<file path="src/pdfc_pkg.sv">
// shared types, widths and helpers for the pwm duty and frequency capture core
// no dependencies; every other file refers to this package by scoped names
`timescale 1ns / 1ps
`default_nettype none

package pdfc_pkg;

  localparam int COUNT_BITS = 16;
  localparam int CLK_HZ_W   = 24;
  localparam logic [CLK_HZ_W-1:0] CLK_HZ_RESET = 24'd1000000;

  localparam int DUTY_SCALE = 100;
  localparam int SCALE_W    = 7;

  // shared divider: numerator holds high*100 or clk_hz, divisor holds the period
  localparam int DIV_NUM_W = (COUNT_BITS + SCALE_W > CLK_HZ_W) ? COUNT_BITS + SCALE_W
                                                                : CLK_HZ_W;
  localparam int DIV_DEN_W = COUNT_BITS;
  localparam int DIV_CNT_W = $clog2(DIV_NUM_W + 1);

  localparam logic CMD_START = 1'b0;
  localparam logic CMD_TICK  = 1'b1;

  typedef enum logic [1:0] {
    PH_IDLE,
    PH_RISE1,
    PH_RISE2,
    PH_FALL
  } phase_t;

  typedef enum logic [2:0] {
    ST_RUN,
    ST_DUTY,
    ST_DUTY_WAIT,
    ST_FREQ,
    ST_FREQ_WAIT,
    ST_LOAD
  } ctrl_state_t;

  typedef struct packed {
    logic item_accept;
    logic div_duty;
    logic div_freq;
    logic capture_duty;
    logic capture_freq;
    logic load_out;
  } dp_cmd_t;

  typedef struct packed {
    logic meas_done;
    logic div_done;
  } dp_status_t;

  function automatic logic [15:0] sat16(input logic [COUNT_BITS-1:0] v);
    logic [15:0] r;
    if (32'(v) > 32'd65535) begin
      r = 16'hFFFF;
    end else begin
      r = 16'(v);
    end
    return r;
  endfunction

endpackage

`default_nettype wire

</file>
<file path="src/pdfc_div.sv">
// restoring divider, one quotient bit per cycle
// depends on pdfc_pkg for its widths
`timescale 1ns / 1ps
`default_nettype none

module pdfc_div (
  input  wire logic                          clk,
  input  wire logic                          rst,
  input  wire logic                          start,
  input  wire logic [pdfc_pkg::DIV_NUM_W-1:0] num,
  input  wire logic [pdfc_pkg::DIV_DEN_W-1:0] den,
  output logic                               done,
  output logic [pdfc_pkg::DIV_NUM_W-1:0]      quo
);

  logic [pdfc_pkg::DIV_DEN_W-1:0] rem;
  logic [pdfc_pkg::DIV_DEN_W-1:0] den_r;
  logic [pdfc_pkg::DIV_CNT_W-1:0] cnt;
  logic [pdfc_pkg::DIV_DEN_W:0]   trial;
  logic [pdfc_pkg::DIV_DEN_W:0]   diff;
  logic                           ge;

  assign trial = {rem, quo[pdfc_pkg::DIV_NUM_W-1]};
  assign diff  = trial - {1'b0, den_r};
  assign ge    = trial >= {1'b0, den_r};

  always_ff @(posedge clk) begin
    if (rst) begin
      cnt  <= '0;
      done <= 1'b0;
    end else begin
      done <= 1'b0;
      if (start) begin
        rem   <= '0;
        quo   <= num;
        den_r <= den;
        cnt   <= pdfc_pkg::DIV_CNT_W'(pdfc_pkg::DIV_NUM_W);
      end else if (cnt != '0) begin
        rem <= ge ? diff[pdfc_pkg::DIV_DEN_W-1:0] : trial[pdfc_pkg::DIV_DEN_W-1:0];
        quo <= {quo[pdfc_pkg::DIV_NUM_W-2:0], ge};
        cnt <= cnt - 1'b1;
        if (cnt == pdfc_pkg::DIV_CNT_W'(1)) begin
          done <= 1'b1;
        end
      end
    end
  end

endmodule

`default_nettype wire

</file>
<file path="src/pdfc_datapath.sv">
// tick counter, edge captures, period and high time, result registers
// depends on pdfc_pkg and pdfc_div
`timescale 1ns / 1ps
`default_nettype none

module pdfc_datapath (
  input  wire logic                          clk,
  input  wire logic                          rst,
  input  wire pdfc_pkg::dp_cmd_t             cmd_bus,
  output pdfc_pkg::dp_status_t               status,
  input  wire logic                          cmd,
  input  wire logic                          pin_level,
  input  wire logic                          cfg_we,
  input  wire logic [pdfc_pkg::CLK_HZ_W-1:0] cfg_data,
  output logic [7:0]                         duty_percent,
  output logic [15:0]                        freq_hz,
  output logic [15:0]                        period_ticks,
  output logic [15:0]                        high_ticks
);

  localparam int CB = pdfc_pkg::COUNT_BITS;
  localparam int NW = pdfc_pkg::DIV_NUM_W;

  pdfc_pkg::phase_t       phase, phase_next;
  logic [CB-1:0]          tick_count, tick_count_next;
  logic [CB-1:0]          first_rise, second_rise;
  logic                   last_level;
  logic [pdfc_pkg::CLK_HZ_W-1:0] clk_hz;
  logic [CB-1:0]          period_r, high_r;
  logic [7:0]             duty_r;
  logic [15:0]            freq_r;

  logic                   tick, rise, fall, order_ok, restart, meas_done;
  logic [CB-1:0]          period, high_raw, high_fix;
  logic [CB+pdfc_pkg::SCALE_W-1:0] high_scaled;
  logic                   div_start;
  logic [NW-1:0]          div_num;
  logic                   div_done;
  logic [NW-1:0]          div_quo;

  assign tick     = cmd_bus.item_accept && (cmd == pdfc_pkg::CMD_TICK);
  assign rise     = pin_level && !last_level;
  assign fall     = !pin_level && last_level;
  assign order_ok = (first_rise < second_rise) && (second_rise < tick_count);
  assign period   = second_rise - first_rise;
  assign high_raw = tick_count - second_rise;
  // narrow pulse: fall seen after the following rise
  assign high_fix = (high_raw >= period) ? high_raw - period : high_raw;

  always_comb begin
    phase_next      = phase;
    tick_count_next = tick_count + 1'b1;
    restart         = 1'b0;
    meas_done       = 1'b0;
    unique case (phase)
      pdfc_pkg::PH_IDLE: begin
      end
      pdfc_pkg::PH_RISE1: begin
        if (rise) phase_next = pdfc_pkg::PH_RISE2;
      end
      pdfc_pkg::PH_RISE2: begin
        if (rise) phase_next = pdfc_pkg::PH_FALL;
      end
      pdfc_pkg::PH_FALL: begin
        if (fall) begin
          if (order_ok) begin
            meas_done  = tick;
            phase_next = pdfc_pkg::PH_IDLE;
          end else begin
            restart    = 1'b1;
            phase_next = pdfc_pkg::PH_RISE1;
          end
        end
      end
      default: begin
      end
    endcase
    if (restart) tick_count_next = '0;
  end

  assign status.meas_done = meas_done;
  assign status.div_done  = div_done;

  always_ff @(posedge clk) begin
    if (rst) begin
      phase      <= pdfc_pkg::PH_IDLE;
      tick_count <= '0;
      first_rise <= '0;
      second_rise <= '0;
      last_level <= 1'b0;
      clk_hz     <= pdfc_pkg::CLK_HZ_RESET;
    end else begin
      if (cfg_we) clk_hz <= cfg_data;
      if (cmd_bus.item_accept) begin
        if (cmd == pdfc_pkg::CMD_START) begin
          tick_count <= '0;
          phase      <= pdfc_pkg::PH_RISE1;
        end else begin
          last_level <= pin_level;
          tick_count <= tick_count_next;
          phase      <= phase_next;
          if (phase == pdfc_pkg::PH_RISE1 && rise) first_rise  <= tick_count;
          if (phase == pdfc_pkg::PH_RISE2 && rise) second_rise <= tick_count;
        end
      end
    end
  end

  always_ff @(posedge clk) begin
    if (meas_done) begin
      period_r <= period;
      high_r   <= high_fix;
    end
    if (div_done && cmd_bus.capture_duty) begin
      duty_r <= (div_quo >= NW'(255)) ? 8'd255 : 8'(div_quo) + 8'd1;
    end
    if (div_done && cmd_bus.capture_freq) begin
      freq_r <= (div_quo > NW'(65535)) ? 16'hFFFF : 16'(div_quo);
    end
    if (cmd_bus.load_out) begin
      duty_percent <= duty_r;
      freq_hz      <= freq_r;
      period_ticks <= pdfc_pkg::sat16(period_r);
      high_ticks   <= pdfc_pkg::sat16(high_r);
    end
  end

  assign high_scaled = high_r * pdfc_pkg::SCALE_W'(pdfc_pkg::DUTY_SCALE);
  assign div_start   = cmd_bus.div_duty || cmd_bus.div_freq;
  assign div_num     = cmd_bus.div_duty ? NW'(high_scaled) : NW'(clk_hz);

  pdfc_div u_div (
    .clk   (clk),
    .rst   (rst),
    .start (div_start),
    .num   (div_num),
    .den   (period_r),
    .done  (div_done),
    .quo   (div_quo)
  );

endmodule

`default_nettype wire

</file>
<file path="src/pdfc_ctrl.sv">
// controller: handshakes and sequencing of the two divisions per measurement
// depends on pdfc_pkg
`timescale 1ns / 1ps
`default_nettype none

module pdfc_ctrl (
  input  wire logic                 clk,
  input  wire logic                 rst,
  input  wire logic                 in_valid,
  output logic                      in_ready,
  output logic                      out_valid,
  input  wire logic                 out_ready,
  output pdfc_pkg::dp_cmd_t         cmd_bus,
  input  wire pdfc_pkg::dp_status_t status
);

  pdfc_pkg::ctrl_state_t state, state_next;
  logic out_free;

  assign out_free = !out_valid || out_ready;

  always_comb begin
    state_next = state;
    unique case (state)
      pdfc_pkg::ST_RUN:       if (status.meas_done) state_next = pdfc_pkg::ST_DUTY;
      pdfc_pkg::ST_DUTY:      state_next = pdfc_pkg::ST_DUTY_WAIT;
      pdfc_pkg::ST_DUTY_WAIT: if (status.div_done) state_next = pdfc_pkg::ST_FREQ;
      pdfc_pkg::ST_FREQ:      state_next = pdfc_pkg::ST_FREQ_WAIT;
      pdfc_pkg::ST_FREQ_WAIT: if (status.div_done) state_next = pdfc_pkg::ST_LOAD;
      pdfc_pkg::ST_LOAD:      if (out_free) state_next = pdfc_pkg::ST_RUN;
      default:                state_next = pdfc_pkg::ST_RUN;
    endcase
  end

  always_comb begin
    in_ready = 1'b0;
    cmd_bus  = '0;
    unique case (state)
      pdfc_pkg::ST_RUN: begin
        in_ready             = 1'b1;
        cmd_bus.item_accept  = in_valid;
      end
      pdfc_pkg::ST_DUTY:      cmd_bus.div_duty     = 1'b1;
      pdfc_pkg::ST_DUTY_WAIT: cmd_bus.capture_duty = 1'b1;
      pdfc_pkg::ST_FREQ:      cmd_bus.div_freq     = 1'b1;
      pdfc_pkg::ST_FREQ_WAIT: cmd_bus.capture_freq = 1'b1;
      pdfc_pkg::ST_LOAD:      cmd_bus.load_out     = out_free;
      default: begin
      end
    endcase
  end

  always_ff @(posedge clk) begin
    if (rst) begin
      state     <= pdfc_pkg::ST_RUN;
      out_valid <= 1'b0;
    end else begin
      state <= state_next;
      if (cmd_bus.load_out) begin
        out_valid <= 1'b1;
      end else if (out_ready) begin
        out_valid <= 1'b0;
      end
    end
  end

  a_meas_starts_duty: assert property (@(posedge clk) disable iff (rst)
    status.meas_done |=> state == pdfc_pkg::ST_DUTY)
    else $error("completed measurement did not start the duty division");

  a_meas_only_in_run: assert property (@(posedge clk) disable iff (rst)
    status.meas_done |-> state == pdfc_pkg::ST_RUN && in_valid)
    else $error("measurement completed without an accepted item");

  a_no_div_done_in_run: assert property (@(posedge clk) disable iff (rst)
    state == pdfc_pkg::ST_RUN |-> !status.div_done)
    else $error("divider finished while no division was pending");

  a_load_only_when_free: assert property (@(posedge clk) disable iff (rst)
    cmd_bus.load_out |-> out_free)
    else $error("result register overwritten while still held");

  a_load_sets_valid: assert property (@(posedge clk) disable iff (rst)
    cmd_bus.load_out |=> out_valid)
    else $error("loaded result not presented");

endmodule

`default_nettype wire

</file>
<file path="src/pwm_duty_frequency_capture_core.sv">
// pwm input capture: duty, frequency, period and high time of a sampled pin
// depends on pdfc_pkg, pdfc_ctrl, pdfc_datapath (which holds pdfc_div)
//
//   channel  signals                                      direction
//   in       in_valid/in_ready, cmd, pin_level            into block
//   out      out_valid/out_ready, duty_percent, freq_hz,  out of block
//            period_ticks, high_ticks
//   cfg      cfg_valid/cfg_ready, cfg_data (clk_hz)       into block
//
// start and tick items take one cycle each, back to back.
// the item that completes a measurement holds in_ready low for two divisions on the
// one restoring divider, one quotient bit per cycle.
// the result register frees the input side; a new result waits only if the
// previous one is still not taken. reset is synchronous, no clearing pass.
`timescale 1ns / 1ps
`default_nettype none

module pwm_duty_frequency_capture_core (
  input  wire logic                          clk,
  input  wire logic                          rst,
  input  wire logic                          in_valid,
  output logic                               in_ready,
  input  wire logic                          cmd,
  input  wire logic                          pin_level,
  output logic                               out_valid,
  input  wire logic                          out_ready,
  output logic [7:0]                         duty_percent,
  output logic [15:0]                        freq_hz,
  output logic [15:0]                        period_ticks,
  output logic [15:0]                        high_ticks,
  input  wire logic                          cfg_valid,
  output logic                               cfg_ready,
  input  wire logic [pdfc_pkg::CLK_HZ_W-1:0] cfg_data
);

  pdfc_pkg::dp_cmd_t    cmd_bus;
  pdfc_pkg::dp_status_t status;

  assign cfg_ready = 1'b1;

  pdfc_ctrl u_ctrl (
    .clk       (clk),
    .rst       (rst),
    .in_valid  (in_valid),
    .in_ready  (in_ready),
    .out_valid (out_valid),
    .out_ready (out_ready),
    .cmd_bus   (cmd_bus),
    .status    (status)
  );

  pdfc_datapath u_dp (
    .clk          (clk),
    .rst          (rst),
    .cmd_bus      (cmd_bus),
    .status       (status),
    .cmd          (cmd),
    .pin_level    (pin_level),
    .cfg_we       (cfg_valid && cfg_ready),
    .cfg_data     (cfg_data),
    .duty_percent (duty_percent),
    .freq_hz      (freq_hz),
    .period_ticks (period_ticks),
    .high_ticks   (high_ticks)
  );

endmodule

`default_nettype wire

</file>
<file path="config.mk">
export PLATFORM = sky130hd
export DESIGN_NAME = pwm_duty_frequency_capture_core
export DESIGN_NICKNAME = d
export VERILOG_FILES = /design/src/pdfc_pkg.sv /design/src/pdfc_div.sv /design/src/pdfc_datapath.sv /design/src/pdfc_ctrl.sv /design/src/pwm_duty_frequency_capture_core.sv
export SDC_FILE = /design/constraint.sdc
export NUM_CORES = 1
export LEC_CHECK = 0
export BUFFER_PORTS_ARGS = -buffer_cell sky130_fd_sc_hd__buf_2
export CAP_MARGIN = 20
export CORE_MARGIN = 2
export CORE_UTILIZATION = 62
export CTS_CLUSTER_DIAMETER = 50
export DETAILED_ROUTE_END_ITERATION = 16
export GPL_TIMING_DRIVEN = 0
export PLACE_DENSITY = 0.79
export SLEW_MARGIN = 20
export SYNTH_ARGS = -nofsm -noshare
export SYNTH_HDL_FRONTEND = slang
export SYNTH_SLANG_ARGS = --single-unit
</file>
<file path="constraint.sdc">
create_clock -name clk -period 5.1 [get_ports clk]
set_input_delay 0.255 -clock clk [delete_from_list [all_inputs] [get_ports clk]]
set_output_delay 0.255 -clock clk [all_outputs]
set_load 0.05 [all_outputs]
</file>
==> summary.txt <==
Critical path
  – Critical path class: flip-flop to flip-flop
  – Slowest stage delay, CP: 560 ps
  – Worst reg2reg path startpoint: u_dp.tick_count[1]
  – Critical Path, Cell by Cell: ha_1, nor2b_1, o31a_1, o21bai_1, a311oi_2, a21oi_1, xnor2_1, ha_1, a21o_1, a31o_2, or3_1, o211ai_1, a21o_1, nand2_1, clkbuf_2, nor2_1, a21oi_1
  – FF-to-FF End: u_dp.high_r[12]
  – Crit path max fanout: 10
  – FF-to-FF path depth: 17
  – Slowest-stage cell, CP: dfxtp_1
  – R2r setup slk: 260 ps
  – Critical Path AT: approximately 5100 ps
  – Crit. End Element: flip-flop
  – CP Launch Type: flip-flop
  – Worst Path Required: approximately 5400 ps

Final layout
  – Layout cell share with drive strength beyond 1: 0.121
  – Fill count: 1,600
  – Nets: 1,729
  – Synthesis-to-finish area growth: 14.8%

Clock tree
  – Clock root buffer: clkbuf_16
  – H-tree depth: 1
  – Largest buffer count on any clock path: 3
  – Clk pin slew, worst setup/hold paths: roughly 60 ps
  – Clock Latency Late Sink: 560 ps
  – TritonCTS buffer count: 28
  – CTS tree: yes
  – Postcts setup bufs: 0
  – Clock Sinks: 253

Synthesis
  – Most numerous cell in the Yosys netlist: edfxtp_1
  – Largest family of logic cells by synthesized area: compound AO/OA/AOI/OAI gates
  – Area leader, netlist: edfxtp_1
  – Mean post-synth cell area: 10.2 um^2
  – Post-synthesis sequential area ratio: 0.471
  – Post-synth top cells: 168 x edfxtp_1, 136 x inv_1, 132 x a21oi_1
  – EDFF count, synth: between 150 and 200
  – Compound-Gate Fraction of Synth Area: 0.141
  – Post-synthesis mux area share: 0.0256
  – Post-Synthesis Cell Area: 0.0143 mm^2
  – Synth area leaders: edfxtp_1 35%, dfxtp_1 12%, ha_1 11%
  – Post-synth top area share: 0.352
  – Area share of and/or/nand/nor cells after synthesis: 0.138
  – Xor/xnor share of the synthesized area: 0.0440
  – Cell count after synthesis: 1,407
  – Top FF cell, synth: edfxtp_1
  – Yosys cell types: 75
  – Ys async rst share: 0
  – Post-synthesis adder-cell area fraction: 0.131
  – Count of warnings emitted by yosys: 0
  – Seq cells post-synth: roughly 250
  – Syn_nets: 1,578

Power
  – Net switching power: 2.06 mW
  – Clk pwr share: 0.302
  – Share of power burned in combinational logic: 0.285
  – Net Sw Frac: 0.317
  – Pwr dens: 395 mW/mm^2
  – Int Pwr: 4.44 mW
  – Leak: 6.90 nW
  – Reg power frac: 0.413
  – Power Total: 6.51 mW
  – VDD IR-drop max: 0.241 mV

Floorplan
  – # IOs: 90
  – Initial Utilization: 0.633
  – # rows: 55
  – Core area: 0.0226 mm^2
  – Die Width: about 160 um
  – Die area: 0.0244 mm^2
  – Die height: 156 um

GRT
  – Number of global-route vias before repair: 10.4k
  – Largest net degree at the start of global routing: 30
  – Initial antenna violation count: 0
  – First-pass GRT wire length: 51,400 um
  – GRT Overall Usage: 0.265
  – Grt total ovfl: 0

Routing
  – Average wire per standard cell: between 15 and 20 um
  – Total routed wirelength: between 30,000 and 40,000 um
  – Starting DRT DRC Count: 713
  – Drt first pass iters: 5
  – Drt drc: 0
  – Via count: 10.8k
  – Vias per cell: 5.79
  – Routed Antenna Nets: 0

Timing
  – Final worst path period share: 0.949
  – Clock skew: 18.1 ps
  – Max-slew headroom: 0.362
  – Final min period: 4840 ps
  – Total Negative Setup Slacks: 0 ps
  – Unrepaired setup endpoints after global routing: false
  – Fmax: 207 MHz
  – Slew @ Worst Pin: around 950 ps
  – Final Setup Violations: 0
  – Fin. max-slew vios: 0
  – Final hold vios: 0

Placed design
  – Hpwl dp: ~24,000 um
  – IO Port Bufs: 88
  – GPL Wtd Cong: 0.975

Flow run
  – Max-cap violations: 0

Hold path
  – Hold Crit Class: input pin to flip-flop
  – WHS Endpoint: u_dp.last_level
  – Hold Path Origin: pin_level
  – Hold path cells: 3

Outcome
  – Outcome: finished clean
## power by group through the flow
| stage | clock, mW | combinational [mW] | sequential [mW] |
|---|---|---|---|
| after floorplan | 0 | 1.41 | 2.67 |
| after global placement | 0 | 1.72 | 2.73 |
| after detailed placement | 0 | 1.81 | 2.72 |
| after CTS | 1.98 | 1.84 | 2.68 |
| after global routing | 2.06 | 2.06 | 2.71 |
| final | 1.96 | 1.86 | 2.69 |
## area by class of cell
class	instances	area [um^2]	area share
multi-input combinational	972	6930	0.421
sequential	253	6750	0.410
timing repair buffer	121	793	0.0482
clock buffer	39	742	0.0451
inverter	136	510	0.0310
tap	285	357	0.0217
buffer	46	208	0.0126
clock inverter	13	168	0.0102
antenna	1	2.50	0.000152
## sequential cells by signal, summed over array words and instances, names as in the netlist
name,flops
u_dp.freq_r,16
u_dp.freq_hz,16
u_dp.clk_hz,24
u_ctrl.out_valid,1
u_dp.first_rise,16
u_dp.u_div.den_r,16
u_ctrl.state,3
u_dp.phase,2
u_dp.period_r,16
u_dp.u_div.rem,16
u_dp.high_ticks,16
u_dp.u_div.quo,24
u_dp.duty_r,8
u_dp.duty_percent,8
u_dp.high_r,16
u_dp.u_div.cnt,5
u_dp.tick_count,16
u_dp.period_ticks,16
u_dp.second_rise,16
u_dp.last_level,1
u_dp.u_div.done,1
## layout by cell type (no fill, tap or decap), types with 6 or more instances in the layout
cell	count
nand4_1	12
o21bai_1	14
nor2b_1	22
xor2_1	28
o21a_1	15
nor2_1	88
a211o_1	9
fa_1	15
a31oi_1	15
ha_1	125
o21ai_0	48
nand3_1	53
buf_2	96
a211oi_1	9
dlygate4sd3_1	24
nand2b_1	14
nor4_1	8
inv_1	136
buf_1	7
nor3_1	28
clkbuf_16	28
xnor2_1	44
mux2i_1	31
and3_1	16
or2b_1	6
clkbuf_1	39
o211ai_1	6
edfxtp_1	168
dfxtp_1	85
a21o_1	26
or2_2	19
or3_1	7
a21oi_1	130
o31ai_1	6
nand2_1	106
## logic make-up after synthesis
kind of cell	Yosys count
flip-flops	253
AND/OR/NAND/NOR	404
other	1
adder cells (fa/ha/maj)	141
XOR/XNOR	72
multiplexers	36
buffers and inverters	182
AO/OA/AOI/OAI	318
## worst max path at each step
stage,from,cells after the start,end
floorplan,u_ctrl.state[0],4,u_dp.high_r[0]
global placement,u_dp.tick_count[0],11,u_dp.period_r[14]
detailed placement,u_dp.second_rise[1],18,u_dp.high_r[13]
CTS,u_dp.second_rise[1],18,u_dp.high_r[13]
global route,u_dp.second_rise[1],18,u_dp.high_r[13]
finish,u_dp.tick_count[1],17,u_dp.high_r[12]
## layer usage
metal	part of all wire	vias up	global-route usage	wire [um]
met1	0.42	5043	0.328	13600
met2	0.49	336	0.474	16000
met3	0.048	98	0.0300	1580
met4	0.045	0	0.111	1480
li1	-	5319	-	-
met5	0	-	0	0
## stage by stage
| step | instance area, um^2 | std cells | hold WS (ps) | setup WS, ps | util |
|---|---|---|---|---|---|
| after floorplan | 14300 | 1407 | 377 | 67.9 | - |
| after CTS | 16400 | 1865 | 2.76 | 271 | 0.726 |
| after global placement | 15100 | 1780 | 403 | -784 | 0.668 |
| after detailed placement | 15300 | 1789 | 405 | 277 | 0.675 |
| final | 16500 | 1866 | 11.1 | 258 | 0.727 |
| after global routing | 16500 | 1865 | 46.6 | 11.7 | 0.727 |
## critical path, delay by kind of cell (launching register included)
family / cells / cell delay [ps]
fa+ha+maj: 2 / 650
flops: 1 / 560
xor+xnor: 1 / 190
compound gates: 9 / 1960
simple gates: 4 / 870
buf+inv: 1 / 310
## what timing repair did
| item | CTS | global route |
|---|---|---|
| endpoints found under the setup margin | 0 | 4 |
| hold buffers | 24 | 0 |
| gates resized for setup | 0 | 4 |
| endpoints found under the hold margin | 24 | 0 |
No activity file was read; power rests on OpenSTA's default activity.
